### config.mk
export PLATFORM = sky130hd
export DESIGN_NAME = mono_framebuffer_plot_engine_flat
export DESIGN_NICKNAME = d
export VERILOG_FILES = /design/src/design/mfpe_pkg.sv /design/src/design/mfpe_if.sv /design/src/design/mono_framebuffer_plot_engine.sv /design/src/flat_wrapper.sv
export SDC_FILE = /design/constraint.sdc
export NUM_CORES = 2
export LEC_CHECK = 0
export BUFFER_PORTS_ARGS = -buffer_cell sky130_fd_sc_hd__clkbuf_2
export CELL_PAD_IN_SITES_DETAIL_PLACEMENT = 1
export CELL_PAD_IN_SITES_GLOBAL_PLACEMENT = 1
export CORE_ASPECT_RATIO = 1.2
export CORE_MARGIN = 3
export CORE_UTILIZATION = 54
export DETAILED_ROUTE_END_ITERATION = 16
export HOLD_SLACK_MARGIN = 0.12
export PLACE_DENSITY_LB_ADDON = 0.12
export SETUP_SLACK_MARGIN = 0.05
export SYNTH_ARGS = -nofsm -noshare
export SYNTH_HDL_FRONTEND = slang
export SYNTH_SLANG_ARGS = --single-unit
export TNS_END_PERCENT = 50
### constraint.sdc
create_clock -name clk -period 35.5 [get_ports clk]
set_input_delay 3.55 -clock clk [delete_from_list [all_inputs] [get_ports clk]]
set_output_delay 3.55 -clock clk [all_outputs]
set_load 0.01 [all_outputs]
### src/design/mfpe_pkg.sv
// shared codes and field widths of the frame buffer plot engine
package mfpe_pkg;

	localparam int MODE_W     = 3;
	localparam int COORD_W    = 16;
	localparam int CFG_IDX_W  = 2;
	localparam int CFG_DATA_W = 2;

	// command codes
	localparam logic [MODE_W-1:0] CMD_PLOT  = 3'd0;
	localparam logic [MODE_W-1:0] CMD_READ  = 3'd1;
	localparam logic [MODE_W-1:0] CMD_FILL  = 3'd2;
	localparam logic [MODE_W-1:0] CMD_ERASE = 3'd3;
	localparam logic [MODE_W-1:0] CMD_CLEAR = 3'd4;

	// draw modes
	localparam logic [1:0] DRAW_NORMAL = 2'd0;
	localparam logic [1:0] DRAW_XOR    = 2'd1;
	localparam logic [1:0] DRAW_ANDINV = 2'd2;

	// rotations
	localparam logic [1:0] ROT_0   = 2'd0;
	localparam logic [1:0] ROT_90  = 2'd1;
	localparam logic [1:0] ROT_180 = 2'd2;
	localparam logic [1:0] ROT_270 = 2'd3;

	// register indexes
	localparam logic [CFG_IDX_W-1:0] REG_ROTATION    = 2'd0;
	localparam logic [CFG_IDX_W-1:0] REG_DRAW_MODE   = 2'd1;
	localparam logic [CFG_IDX_W-1:0] REG_FORE_COLOUR = 2'd2;
	localparam logic [CFG_IDX_W-1:0] REG_BACK_COLOUR = 2'd3;

	typedef logic signed [COORD_W-1:0] coord_t;

endpackage

### src/design/mfpe_if.sv
// command and result channel interfaces of the plot engine
interface mfpe_cmd_if import mfpe_pkg::*; ();
	logic              valid;
	logic              ready;
	logic [MODE_W-1:0] mode;
	coord_t            x_first;
	coord_t            y_first;
	coord_t            x_last;
	coord_t            y_last;

	modport source (output valid, mode, x_first, y_first, x_last, y_last, input ready);
	modport sink (input valid, mode, x_first, y_first, x_last, y_last, output ready);
endinterface

interface mfpe_res_if;
	logic valid;
	logic ready;
	logic pixel_value;
	logic was_read;

	modport source (output valid, pixel_value, was_read, input ready);
	modport sink (input valid, pixel_value, was_read, output ready);
endinterface

### src/design/mono_framebuffer_plot_engine.sv
// monochrome frame buffer plot engine: rotate, clip and plot into a column-major byte store
// One command word is taken at a time and answered with exactly one result word. Each
// byte of the store holds eight vertical pixels of one column, byte x*ROWS + y/8. The
// store is a single-port memory; every change that a plot, fill or erase makes is a
// read-modify-write of one byte, a read state and then a write state, so that port sets
// the pace. A plot or read passes from its acceptance through the clip, bounds, column
// base, read, write and result states back to idle. A fill or erase repeats read and
// write for every byte that the on-screen part of the rectangle touches (columns times
// byte rows); a rectangle or pixel that misses the screen goes from bounds to result.
// Clear writes zero to every byte, one a cycle, then gives its result. After reset the
// same clearing pass runs before the first command is accepted; configuration writes are
// taken throughout. A finished result waits in an output register, so the next command
// can be worked on while the previous result is still not taken. The user must write
// rotation, draw mode and colours through the cfg port only while the engine is idle;
// the engine itself does not enforce this.
module mono_framebuffer_plot_engine
	import mfpe_pkg::*;
#(
	parameter int SCREEN_WIDTH  = 84,
	parameter int SCREEN_HEIGHT = 48
) (
	input  logic                  clk,
	input  logic                  arst_n,
	mfpe_cmd_if.sink              cmd,
	mfpe_res_if.source            res,
	input  logic                  cfg_we,
	input  logic [CFG_IDX_W-1:0]  cfg_idx,
	input  logic [CFG_DATA_W-1:0] cfg_data
);

	// store geometry
	localparam int ROWS  = (SCREEN_HEIGHT + 7) / 8;
	localparam int DEPTH = SCREEN_WIDTH * ROWS;
	localparam int AW    = $clog2(DEPTH);
	localparam int PXW   = $clog2(SCREEN_WIDTH);
	localparam int PYW   = ($clog2(SCREEN_HEIGHT) < 4) ? 4 : $clog2(SCREEN_HEIGHT);
	localparam int RW    = PYW - 3;

	localparam coord_t W_M1 = COORD_W'(SCREEN_WIDTH - 1);
	localparam coord_t H_M1 = COORD_W'(SCREEN_HEIGHT - 1);
	localparam logic [AW-1:0] ROWS_A = AW'(ROWS);
	localparam logic [AW-1:0] LAST_A = AW'(DEPTH - 1);

	// sequencer states
	localparam logic [3:0] S_INIT  = 4'd0;
	localparam logic [3:0] S_IDLE  = 4'd1;
	localparam logic [3:0] S_CLIP  = 4'd2;
	localparam logic [3:0] S_BOUND = 4'd3;
	localparam logic [3:0] S_BASE  = 4'd4;
	localparam logic [3:0] S_RD    = 4'd5;
	localparam logic [3:0] S_WR    = 4'd6;
	localparam logic [3:0] S_SWEEP = 4'd7;
	localparam logic [3:0] S_DONE  = 4'd8;

	logic [3:0] state_q;

	// configuration registers
	logic [1:0] rot_q;
	logic [1:0] dmode_q;
	logic       fcol_q;
	logic       bcol_q;

	// command being worked on
	logic [MODE_W-1:0] mode_q;
	coord_t            xa_q;
	coord_t            ya_q;
	coord_t            xb_q;
	coord_t            yb_q;
	logic              colour_q;
	logic              res_pix_q;
	logic              res_rd_q;

	// physical rectangle and walk position
	logic [PXW-1:0] pxa_q;
	logic [PXW-1:0] pxb_q;
	logic [PYW-1:0] pya_q;
	logic [PYW-1:0] pyb_q;
	logic [PXW-1:0] px_q;
	logic [RW-1:0]  row_q;
	logic [AW-1:0]  col_base_q;
	logic [AW-1:0]  cnt_q;

	// frame store
	logic [7:0]    frame_mem [DEPTH];
	logic [7:0]    rd_data_q;
	logic [AW-1:0] mem_addr;
	logic          mem_we;
	logic          mem_re;
	logic [7:0]    mem_wd;
	logic          sweeping;

	// output register
	logic out_valid_q;
	logic out_pix_q;
	logic out_rd_q;

	// clip and rotation datapath
	coord_t   lw_m1;
	coord_t   lh_m1;
	coord_t   rx_lo;
	coord_t   rx_hi;
	coord_t   ry_lo;
	coord_t   ry_hi;
	logic     rect_empty;
	logic [2:0] bit_lo;
	logic [2:0] bit_hi;
	logic [7:0] mask;
	logic [7:0] new_byte;
	logic       row_end;
	logic       col_end;

	assign cmd.ready       = (state_q == S_IDLE);
	assign res.valid       = out_valid_q;
	assign res.pixel_value = out_pix_q;
	assign res.was_read    = out_rd_q;

	// logical screen swaps its sides for quarter turns
	always_comb begin
		if (rot_q == ROT_90 || rot_q == ROT_270) begin
			lw_m1 = H_M1;
			lh_m1 = W_M1;
		end else begin
			lw_m1 = W_M1;
			lh_m1 = H_M1;
		end
	end

	assign rect_empty = (xa_q > xb_q) || (ya_q > yb_q);

	// map the clipped logical rectangle onto physical columns and rows
	always_comb begin
		unique case (rot_q)
			ROT_90: begin
				rx_lo = W_M1 - yb_q;
				rx_hi = W_M1 - ya_q;
				ry_lo = xa_q;
				ry_hi = xb_q;
			end
			ROT_180: begin
				rx_lo = W_M1 - xb_q;
				rx_hi = W_M1 - xa_q;
				ry_lo = H_M1 - yb_q;
				ry_hi = H_M1 - ya_q;
			end
			ROT_270: begin
				rx_lo = ya_q;
				rx_hi = yb_q;
				ry_lo = H_M1 - xb_q;
				ry_hi = H_M1 - xa_q;
			end
			default: begin
				rx_lo = xa_q;
				rx_hi = xb_q;
				ry_lo = ya_q;
				ry_hi = yb_q;
			end
		endcase
	end

	// bits of the current byte that fall inside the rectangle
	assign bit_lo = (row_q == pya_q[PYW-1:3]) ? pya_q[2:0] : 3'd0;
	assign bit_hi = (row_q == pyb_q[PYW-1:3]) ? pyb_q[2:0] : 3'd7;
	assign mask   = (8'hFF << bit_lo) & (8'hFF >> (3'd7 - bit_hi));

	always_comb begin
		case (dmode_q)
			DRAW_NORMAL: new_byte = colour_q ? (rd_data_q | mask) : (rd_data_q & ~mask);
			DRAW_XOR:    new_byte = colour_q ? (rd_data_q ^ mask) : rd_data_q;
			DRAW_ANDINV: new_byte = rd_data_q & ~mask;
			default:     new_byte = rd_data_q;
		endcase
	end

	assign row_end = (row_q == pyb_q[PYW-1:3]);
	assign col_end = (px_q == pxb_q);

	// memory port control
	assign sweeping = (state_q == S_INIT) || (state_q == S_SWEEP);
	assign mem_addr = sweeping ? cnt_q : (col_base_q + AW'(row_q));
	assign mem_re   = (state_q == S_RD);
	assign mem_we   = sweeping || ((state_q == S_WR) && (mode_q != CMD_READ));
	assign mem_wd   = sweeping ? 8'h00 : new_byte;

	always_ff @(posedge clk) begin
		if (mem_we) begin
			frame_mem[mem_addr] <= mem_wd;
		end
		if (mem_re) begin
			rd_data_q <= frame_mem[mem_addr];
		end
	end

	// configuration registers
	always_ff @(posedge clk or negedge arst_n) begin
		if (!arst_n) begin
			rot_q   <= ROT_0;
			dmode_q <= DRAW_NORMAL;
			fcol_q  <= 1'b1;
			bcol_q  <= 1'b0;
		end else if (cfg_we) begin
			unique case (cfg_idx)
				REG_ROTATION:    rot_q   <= cfg_data[1:0];
				REG_DRAW_MODE:   dmode_q <= cfg_data[1:0];
				REG_FORE_COLOUR: fcol_q  <= cfg_data[0];
				REG_BACK_COLOUR: bcol_q  <= cfg_data[0];
				default: ;
			endcase
		end
	end

	// sequencer
	always_ff @(posedge clk or negedge arst_n) begin
		if (!arst_n) begin
			state_q <= S_INIT;
			cnt_q   <= '0;
		end else begin
			unique case (state_q) inside
				S_INIT, S_SWEEP: begin
					if (cnt_q == LAST_A) begin
						state_q <= (state_q == S_INIT) ? S_IDLE : S_DONE;
					end else begin
						cnt_q <= cnt_q + 1'b1;
					end
				end
				S_IDLE: begin
					if (cmd.valid) begin
						case (cmd.mode) inside
							CMD_PLOT, CMD_READ, CMD_FILL, CMD_ERASE: state_q <= S_CLIP;
							CMD_CLEAR: begin
								cnt_q   <= '0;
								state_q <= S_SWEEP;
							end
							default: state_q <= S_DONE;
						endcase
					end
				end
				S_CLIP:  state_q <= S_BOUND;
				S_BOUND: state_q <= rect_empty ? S_DONE : S_BASE;
				S_BASE:  state_q <= S_RD;
				S_RD:    state_q <= S_WR;
				S_WR: begin
					if (mode_q == CMD_READ || (row_end && col_end)) begin
						state_q <= S_DONE;
					end else begin
						state_q <= S_RD;
					end
				end
				S_DONE: begin
					if (!out_valid_q || res.ready) begin
						state_q <= S_IDLE;
					end
				end
				default: state_q <= S_INIT;
			endcase
		end
	end

	// command payload, clipping and walk registers
	always_ff @(posedge clk) begin
		case (state_q)
			S_IDLE: begin
				mode_q    <= cmd.mode;
				xa_q      <= cmd.x_first;
				ya_q      <= cmd.y_first;
				res_pix_q <= 1'b0;
				res_rd_q  <= (cmd.mode == CMD_READ);
				colour_q  <= (cmd.mode == CMD_ERASE) ? bcol_q : fcol_q;
				// a single pixel is a one-by-one rectangle
				if (cmd.mode == CMD_FILL || cmd.mode == CMD_ERASE) begin
					xb_q <= cmd.x_last;
					yb_q <= cmd.y_last;
				end else begin
					xb_q <= cmd.x_first;
					yb_q <= cmd.y_first;
				end
			end
			S_CLIP: begin
				if (xa_q < 0) xa_q <= '0;
				if (ya_q < 0) ya_q <= '0;
				if (xb_q > lw_m1) xb_q <= lw_m1;
				if (yb_q > lh_m1) yb_q <= lh_m1;
			end
			S_BOUND: begin
				pxa_q <= rx_lo[PXW-1:0];
				pxb_q <= rx_hi[PXW-1:0];
				pya_q <= ry_lo[PYW-1:0];
				pyb_q <= ry_hi[PYW-1:0];
			end
			S_BASE: begin
				col_base_q <= AW'(AW'(pxa_q) * ROWS_A);
				px_q       <= pxa_q;
				row_q      <= pya_q[PYW-1:3];
			end
			S_WR: begin
				if (mode_q == CMD_READ) begin
					res_pix_q <= rd_data_q[pya_q[2:0]];
				end else if (row_end) begin
					px_q       <= px_q + 1'b1;
					col_base_q <= col_base_q + ROWS_A;
					row_q      <= pya_q[PYW-1:3];
				end else begin
					row_q <= row_q + 1'b1;
				end
			end
			default: ;
		endcase
	end

	// result word register
	always_ff @(posedge clk or negedge arst_n) begin
		if (!arst_n) begin
			out_valid_q <= 1'b0;
		end else begin
			if (state_q == S_DONE && (!out_valid_q || res.ready)) begin
				out_valid_q <= 1'b1;
			end else if (out_valid_q && res.ready) begin
				out_valid_q <= 1'b0;
			end
		end
	end

	always_ff @(posedge clk) begin
		if (state_q == S_DONE && (!out_valid_q || res.ready)) begin
			out_pix_q <= res_pix_q;
			out_rd_q  <= res_rd_q;
		end
	end

endmodule

### src/flat_wrapper.sv
// flat-port wrapper written by rule: the top's interface ports become plain ports
module mono_framebuffer_plot_engine_flat import mfpe_pkg::*;
#(
	parameter int SCREEN_WIDTH  = 84,
	parameter int SCREEN_HEIGHT = 48
)
  (clk, arst_n, cfg_we, cfg_idx, cfg_data, cmd_valid, cmd_mode, cmd_x_first, cmd_y_first, cmd_x_last, cmd_y_last, cmd_ready, res_valid, res_pixel_value, res_was_read, res_ready);
  mfpe_cmd_if cmd_i ();
  mfpe_res_if res_i ();
  input  logic clk;
  input  logic arst_n;
  input  logic cfg_we;
  input  logic [CFG_IDX_W-1:0] cfg_idx;
  input  logic [CFG_DATA_W-1:0] cfg_data;
  input wire logic [$bits(cmd_i.valid)-1:0] cmd_valid;
  input wire logic [$bits(cmd_i.mode)-1:0] cmd_mode;
  input wire logic [$bits(cmd_i.x_first)-1:0] cmd_x_first;
  input wire logic [$bits(cmd_i.y_first)-1:0] cmd_y_first;
  input wire logic [$bits(cmd_i.x_last)-1:0] cmd_x_last;
  input wire logic [$bits(cmd_i.y_last)-1:0] cmd_y_last;
  output wire logic [$bits(cmd_i.ready)-1:0] cmd_ready;
  output wire logic [$bits(res_i.valid)-1:0] res_valid;
  output wire logic [$bits(res_i.pixel_value)-1:0] res_pixel_value;
  output wire logic [$bits(res_i.was_read)-1:0] res_was_read;
  input wire logic [$bits(res_i.ready)-1:0] res_ready;
  assign cmd_i.valid = cmd_valid;
  assign cmd_i.mode = cmd_mode;
  assign cmd_i.x_first = cmd_x_first;
  assign cmd_i.y_first = cmd_y_first;
  assign cmd_i.x_last = cmd_x_last;
  assign cmd_i.y_last = cmd_y_last;
  assign cmd_ready = cmd_i.ready;
  assign res_valid = res_i.valid;
  assign res_pixel_value = res_i.pixel_value;
  assign res_was_read = res_i.was_read;
  assign res_i.ready = res_ready;
  mono_framebuffer_plot_engine #(.SCREEN_WIDTH(SCREEN_WIDTH), .SCREEN_HEIGHT(SCREEN_HEIGHT)) u_core (.clk(clk), .arst_n(arst_n), .cmd(cmd_i), .res(res_i), .cfg_we(cfg_we), .cfg_idx(cfg_idx), .cfg_data(cfg_data));
endmodule
### Word-level counts from Yosys, hierarchy flattened

Memory sizes are Yosys's and may differ from the RTL's. A register that Yosys moved wholly into a read port is not among the register bits.
Cells that the tools add are included.

| word-level totals | value |
|---|---|
| bits in registers | 137 |
| RAM bits | 4032 |
| bits of input ports | 76 |
| output and inout bits | 4 |
| word-level logic and storage cells | 184 |
| memories kept | 1 |

Memories:

| name | depth | width | read ports | clocked after Yosys merged registers in | write ports | RTL line | source |
|---|---|---|---|---|---|---|---|
| u_core.frame_mem | 504 | 8 | 1 | 1 | 1 | mono_framebuffer_plot_engine.sv:84 | `logic [7:0] frame_mem [DEPTH];` |

| operators by class | value |
|---|---|
| add/subtract/negate cells | 14 |
| multiply operators | 1 |
| $lt $le $gt $ge | 7 |
| equal/unequal tests | 39 |
| shift-type cells | 2 |
| multiplexer cells | 55 |
| bitwise logic cells | 5 |
| reductions and logical operators | 36 |

Operator list:

| cell | count |
|---|---|
| case mux 16 bit (2 select lines) | 4 |
| two-way mux 16 bit | 6 |
| two-way mux 9 bit | 7 |
| case mux 7 bit (3 select lines) | 2 |
| case mux 6 bit (3 select lines) | 2 |
| case mux 9 bit (2 select lines) | 2 |
| > comparator 16 bit | 2 |
| > comparator 16 x 8 -> 1 bit | 2 |
| < comparator 16 x 1 -> 1 bit (second input constant) | 2 |
| two-way mux 4 bit | 8 |
| case mux 4 bit (8 select lines) | 1 |
| two-way mux 7 bit | 4 |
| subtractor 7 bit (first input constant) | 4 |
| two-way mux 8 bit | 3 |
| case mux 8 bit (3 select lines) | 1 |
| subtractor 6 bit (first input constant) | 4 |
| inequality test 2 bit (second input constant) | 10 |
| AND reduction 2 bit | 10 |
| AND 8 bit | 2 |
| equality test 4 x 3 -> 1 bit (second input constant) | 4 |
| case mux 7 bit (2 select lines) | 1 |
| two-way mux 3 bit | 4 |
| equality test 2 bit (second input constant) | 5 |
| nonzero test 2 bit | 5 |
| other kinds (39) | 64 |

### Depth between registers and ports, before layout

| logic depth | value |
|---|---|
| depth in word-level cells | 10 |
| mapped depth | 18 |
| mapped depth without buffers | 12 |

### Worst setup path after synthesis

Ideal clock, no wire load.

| timing path | value |
|---|---|
| path type | reg2reg |
| start | register u_core.row_q[0] |
| end | memory u_core.frame_mem[0][1] (data pin) |
| setup time | 4.214 ns |
| arrival | 22.527 ns |
| data required time | 31.286 ns |
| path slack | 8.759 ns |
| cell stages (with the launch flop) | 9 |
| path buffers | 0 |
| period minus slack after synthesis | 26.741 ns |
| cell sequence | edfxtp_1 xor2_1 nor3_1 nand2b_1 o31ai_1 ha_1 a221oi_1 nor2_1 a211oi_1 |

| on the way | value |
|---|---|
| word-level cells in the longest chain between the ends | 10 |
| elaborated cells between the ends (all ways) | 16 |
| those cells by class | add/sub (1); eq/ne (2); shift (2); mux (6); bitwise (5) |

RTL lines:

| item | RTL line | source |
|---|---|---|
| start, declared | mono_framebuffer_plot_engine.sv:79 | `logic [RW-1:0] row_q;` |
| start signal, assigned | mono_framebuffer_plot_engine.sv:292 | `row_q <= pya_q[PYW-1:3];` |
| start signal, assigned | mono_framebuffer_plot_engine.sv:300 | `row_q <= pya_q[PYW-1:3];` |
| start signal, assigned | mono_framebuffer_plot_engine.sv:302 | `row_q <= row_q + 1'b1;` |
| equality test 3 bit | mono_framebuffer_plot_engine.sv:162 | `assign bit_hi = (row_q == pyb_q[PYW-1:3]) ? pyb_q[2:0] : 3'd7;` |
| two-way mux 3 bit | mono_framebuffer_plot_engine.sv:162 |  |
| subtractor 3 bit | mono_framebuffer_plot_engine.sv:163 | `assign mask = (8'hFF << bit_lo) & (8'hFF >> (3'd7 - bit_hi));` |
| right shift 8 x 3 -> 8 bit | mono_framebuffer_plot_engine.sv:163 |  |
| AND 8 bit (*) | mono_framebuffer_plot_engine.sv:163 |  |
| NOT 8 bit | mono_framebuffer_plot_engine.sv:167, mono_framebuffer_plot_engine.sv:169 |  |
| AND 8 bit | mono_framebuffer_plot_engine.sv:167, mono_framebuffer_plot_engine.sv:169 |  |
| two-way mux 8 bit | mono_framebuffer_plot_engine.sv:167 | `DRAW_NORMAL: new_byte = colour_q ? (rd_data_q \| mask) : (rd_data_q & ~mask);` |
| case mux 8 bit (3 select lines) (*) | mono_framebuffer_plot_engine.sv:166 | `case (dmode_q)` |
| two-way mux 8 bit (*) | mono_framebuffer_plot_engine.sv:182 | `assign mem_wd = sweeping ? 8'h00 : new_byte;` |
| via u_core.mem_wd[1] | mono_framebuffer_plot_engine.sv:89 | `logic [7:0] mem_wd;` |
| end, declared | mono_framebuffer_plot_engine.sv:84 |  |

Mark *: on every way through the listed nets, which the timed path passes. The rest lies on a longest branch.

### Worst setup path after layout

| timing path | value |
|---|---|
| start | register u_core.state_q[3] |
| end | register u_core.rd_data_q[7] (read register of u_core.frame_mem) (data pin) |

| on the way | value |
|---|---|
| word-level cells in the longest chain between the ends | 3 |
| elaborated cells between the ends (all ways) | 5 |
| those cells by class | eq/ne (2); mux (1); reduce/logical (2) |

RTL lines:

| item | RTL line | source |
|---|---|---|
| start, declared | mono_framebuffer_plot_engine.sv:55 | `logic [3:0] state_q;` |
| start signal, assigned | mono_framebuffer_plot_engine.sv:220 | `state_q <= (state_q == S_INIT) ? S_IDLE : S_DONE;` |
| start signal, assigned | mono_framebuffer_plot_engine.sv:238 | `S_BOUND: state_q <= rect_empty ? S_DONE : S_BASE;` |
| equality test 4 x 3 -> 1 bit / logical NOT 4 bit (equally long branches) | mono_framebuffer_plot_engine.sv:178 | `assign sweeping = (state_q == S_INIT) \|\| (state_q == S_SWEEP);` |
| logical OR 1 bit | mono_framebuffer_plot_engine.sv:178 |  |
| two-way mux 9 bit | mono_framebuffer_plot_engine.sv:179 | `assign mem_addr = sweeping ? cnt_q : (col_base_q + AW'(row_q));` |
| end, declared | mono_framebuffer_plot_engine.sv:85 | `logic [7:0] rd_data_q;` |

Parallel ways exist; a longest one is shown, timed or not.
A chain may end at the register's enable or synchronous reset.

==> metrics <==
status complete, but fails checks; failing checks max-capacitance violations, max-slew violations; die area 315000 um2; CTS tree done; Synth top cells by count edfxtp_1, nand2_1, a21oi_1; commonest register cell after synthesis edfxtp_1; pwr dens 104 nW/um2; Post-Syn Instances 10638; Fin Setup TNS 0 ps; Rows 222; dpl cells 14221; WL per Instance 34.7 um; Cell Area, Placed 171000 um2; DR iter-0 viols 13202; min-delay worst type flip-flop to flip-flop; Layout Cells excl Fill 14990; CP startpoint kind flip-flop; DP Wirelength 311000 um; CTS resizes 0; Worst-path clk slew 60 ps; Design Area, Final 184000 um2; clock latency on the worst-skew pair 930 ps; final setup violation count 0; IO Count 80; Antenna Nets Post-Route 0; DRC Markers 0; initial antenna violation count 38; Post-synth EDFFs 4156; RSZ-0062 raised after global routing no; Peak VDD IR 0.000113 V; Synth area leaders edfxtp_1, mux4_2, nand2_1; Mapped Area 166000 um2; Post-synth ARST share 0.479%; critical path required time 36150 ps; TritonRoute pass-1 iters 6; GRT Util Overall 32.6%; Post-CTS Setup Repair Bufs 0; clock root buffer clkbuf_16; Layout Utilization 60.1%; dominant cell type by area after synthesis edfxtp_1; CTS buffer count 409; syn avg cell area 15.6 um2; global-route wire length before repair 744000 um; htree depth 5; Placement Setup Slack 26190 ps; final-report hold violation count 0; PortBufs 79; share of layout cells above drive strength 1 12.7%; f_max 0.111 GHz; final worst-path cycle share 25.5%; Synth-to-Final Area Change 10.4%; CP max FO 130; GP Congestion 0.850; max-slew violation count 6; Nets 10742; register area 125000 um2; fin crit period 9040 ps; number of fill cells in the layout 27230; CTS Sinks 4176; Worst Tran Pin Value 1520 ps; Synth top area share 75.0%; most common cell in the netlist edfxtp_1; Hold Buf Count CTS 0; largest net degree at the start of global routing 245; final WL 520000 um; core box area 306000 um2; Die Y 614 um; P_leak 59.2 nW; Worst EP arrival 9690 ps; clock buffer depth 4; DIE WIDTH 513 um; vias in the first global route 103993; initial core utilization 54.4%; clk_skew 54.2 ps; Crit Path Category flip-flop to flip-flop; vias per std cell 6.73; vias 100906; number of synthesized register bits 4176; Rel. slew slack -2.44%; Yosys warnings 0; Synth cell types 83; grt total ovfl 0; Post-Syn Nets 10780; sequential area share after synthesis 75.3%; Max-Cap Viols 2; Multi-input gate area 38000 um2; Worst Setup End Kind flip-flop; setup ws final 26460 ps
-- per-stage QoR --
step / hold slack [ps] / power, mW
6_report: 442 / 19.2
5_1_grt: 443 / 19.9
4_1_cts: 436 / 19.1
3_5_place_dp: 409 / 14.9
3_3_place_gp: 414 / 14.6
2_1_floorplan: 400 / 12.4
-- state kept, by name, indices dropped and copies added (netlist names), 2 cells and up --
signal and cells:
u_core.mode_q 3, u_core.frame_mem 4032, u_core.pxa_q 7, u_core.xa_q 16, u_core.row_q 3, u_core.rd_data_q 8, u_core.xb_q 16, u_core.ya_q 16
u_core.cnt_q 9, u_core.dmode_q 2, u_core.rot_q 2, u_core.yb_q 16, u_core.col_base_q 8, u_core.pyb_q 6, u_core.pxb_q 7, u_core.state_q 4
u_core.pya_q 6, u_core.px_q 7
-- kinds of logic (layout without fill, tap and decap cells) --
logic type / after synthesis / count (layout) / share of synthesized area, %
flops: 4176 / 4176 / 75.3
simple gates: 2890 / 2890 / 7.05
compound gates: 2147 / 2147 / 8.42
buf+inv: 801 / 1085 / 2.18
mux: 505 / 505 / 6.25
fa+ha+maj: 66 / 66 / 0.505
xor+xnor: 53 / 53 / 0.279
other cells: 0 / 36 / 0
-- worst max-delay path: stages (launching register included) --
cell and delay (ps):
dfrtp_1 930, and3b_1 290, a32oi_2 330, buf_4 320, and3_4 690, buf_4 680, buf_4 700, buf_4 720
buf_12 580, mux4_2 630, a22oi_1 300, a21oi_1 290, nor4_2 730, o211ai_1 780, or3_1 580
-- layer usage --
metal / vias to the layer above / global-route usage (%) / share of wire, %
li1: 41328 / - / -
met1: 53052 / 42.4 / 37
met2: 5317 / 53.6 / 49
met3: 1181 / 6.00 / 9.1
met4: 28 / 15.5 / 5.3
met5: - / 0 / 0.035
-- cells in the final DEF, fill, tap and decap left out, types with 16 or more instances in the layout --
master	count
inv_1	49
diode_2	36
buf_4	205
a211oi_1	18
xor2_1	21
clkinvlp_4	16
a31oi_1	23
nand2_1	1858
clkinv_2	69
a221oi_1	70
mux4_2	426
ha_1	64
nand3_1	190
mux2i_1	67
xnor2_1	32
nand4_1	57
a22o_1	27
nor2_1	581
bufinv_16	36
edfxtp_1	4156
a22oi_1	454
a21o_1	23
a21oi_1	989
clkbuf_2	79
buf_12	17
clkinv_1	109
a32oi_1	339
nor4_1	24
clkbuf_16	419
and2_1	41
o21ai_0	91
dfrtp_1	19
clkbuf_1	66
-- report_power, final --
part	switching (mW)	internal [mW]	total, mW
sequential	0.101	6.58	6.68
clock	1.86	2.41	4.27
combinational	6.03	2.19	8.22
total	7.99	11.2	19.2
-- final cells by class --
cell class                      count  area share, %
Multi-Input combinational cell   5661           20.7
Clock buffer                      485           5.84
Antenna cell                       36         0.0490
Inverter                           51          0.104
Tap cell                         4032           2.75
Timing Repair Buffer              301           1.24
Sequential cell                  4176           68.2
Clock inverter                    248           1.17
-- worst paths after layout --
check | endpoint | start | slack, ps | depth (start not counted)
worst max-delay path | u_core.rd_data_q[7]$_DFFE_PN_ | u_core.state_q[3]$_DFFE_PN0P_ | 26460 | 14
worst min register to register | u_core.res.was_read$_DFFE_PP_ | u_core.res_rd_q$_DFFE_PP_ | 440 | 0
worst max register to register | u_core.rd_data_q[7]$_DFFE_PN_ | u_core.state_q[3]$_DFFE_PN0P_ | 26460 | 14
max in group asynchronous | u_core.cnt_q[8]$_DFFE_PN0P_ | arst_n | 32410 | 1
worst min-delay path | u_core.res.was_read$_DFFE_PP_ | u_core.res_rd_q$_DFFE_PP_ | 440 | 0
min in group asynchronous | u_core.rot_q[0]$_DFFE_PN0P_ | arst_n | 2640 | 1
No activity file was read; power rests on OpenSTA's default activity.
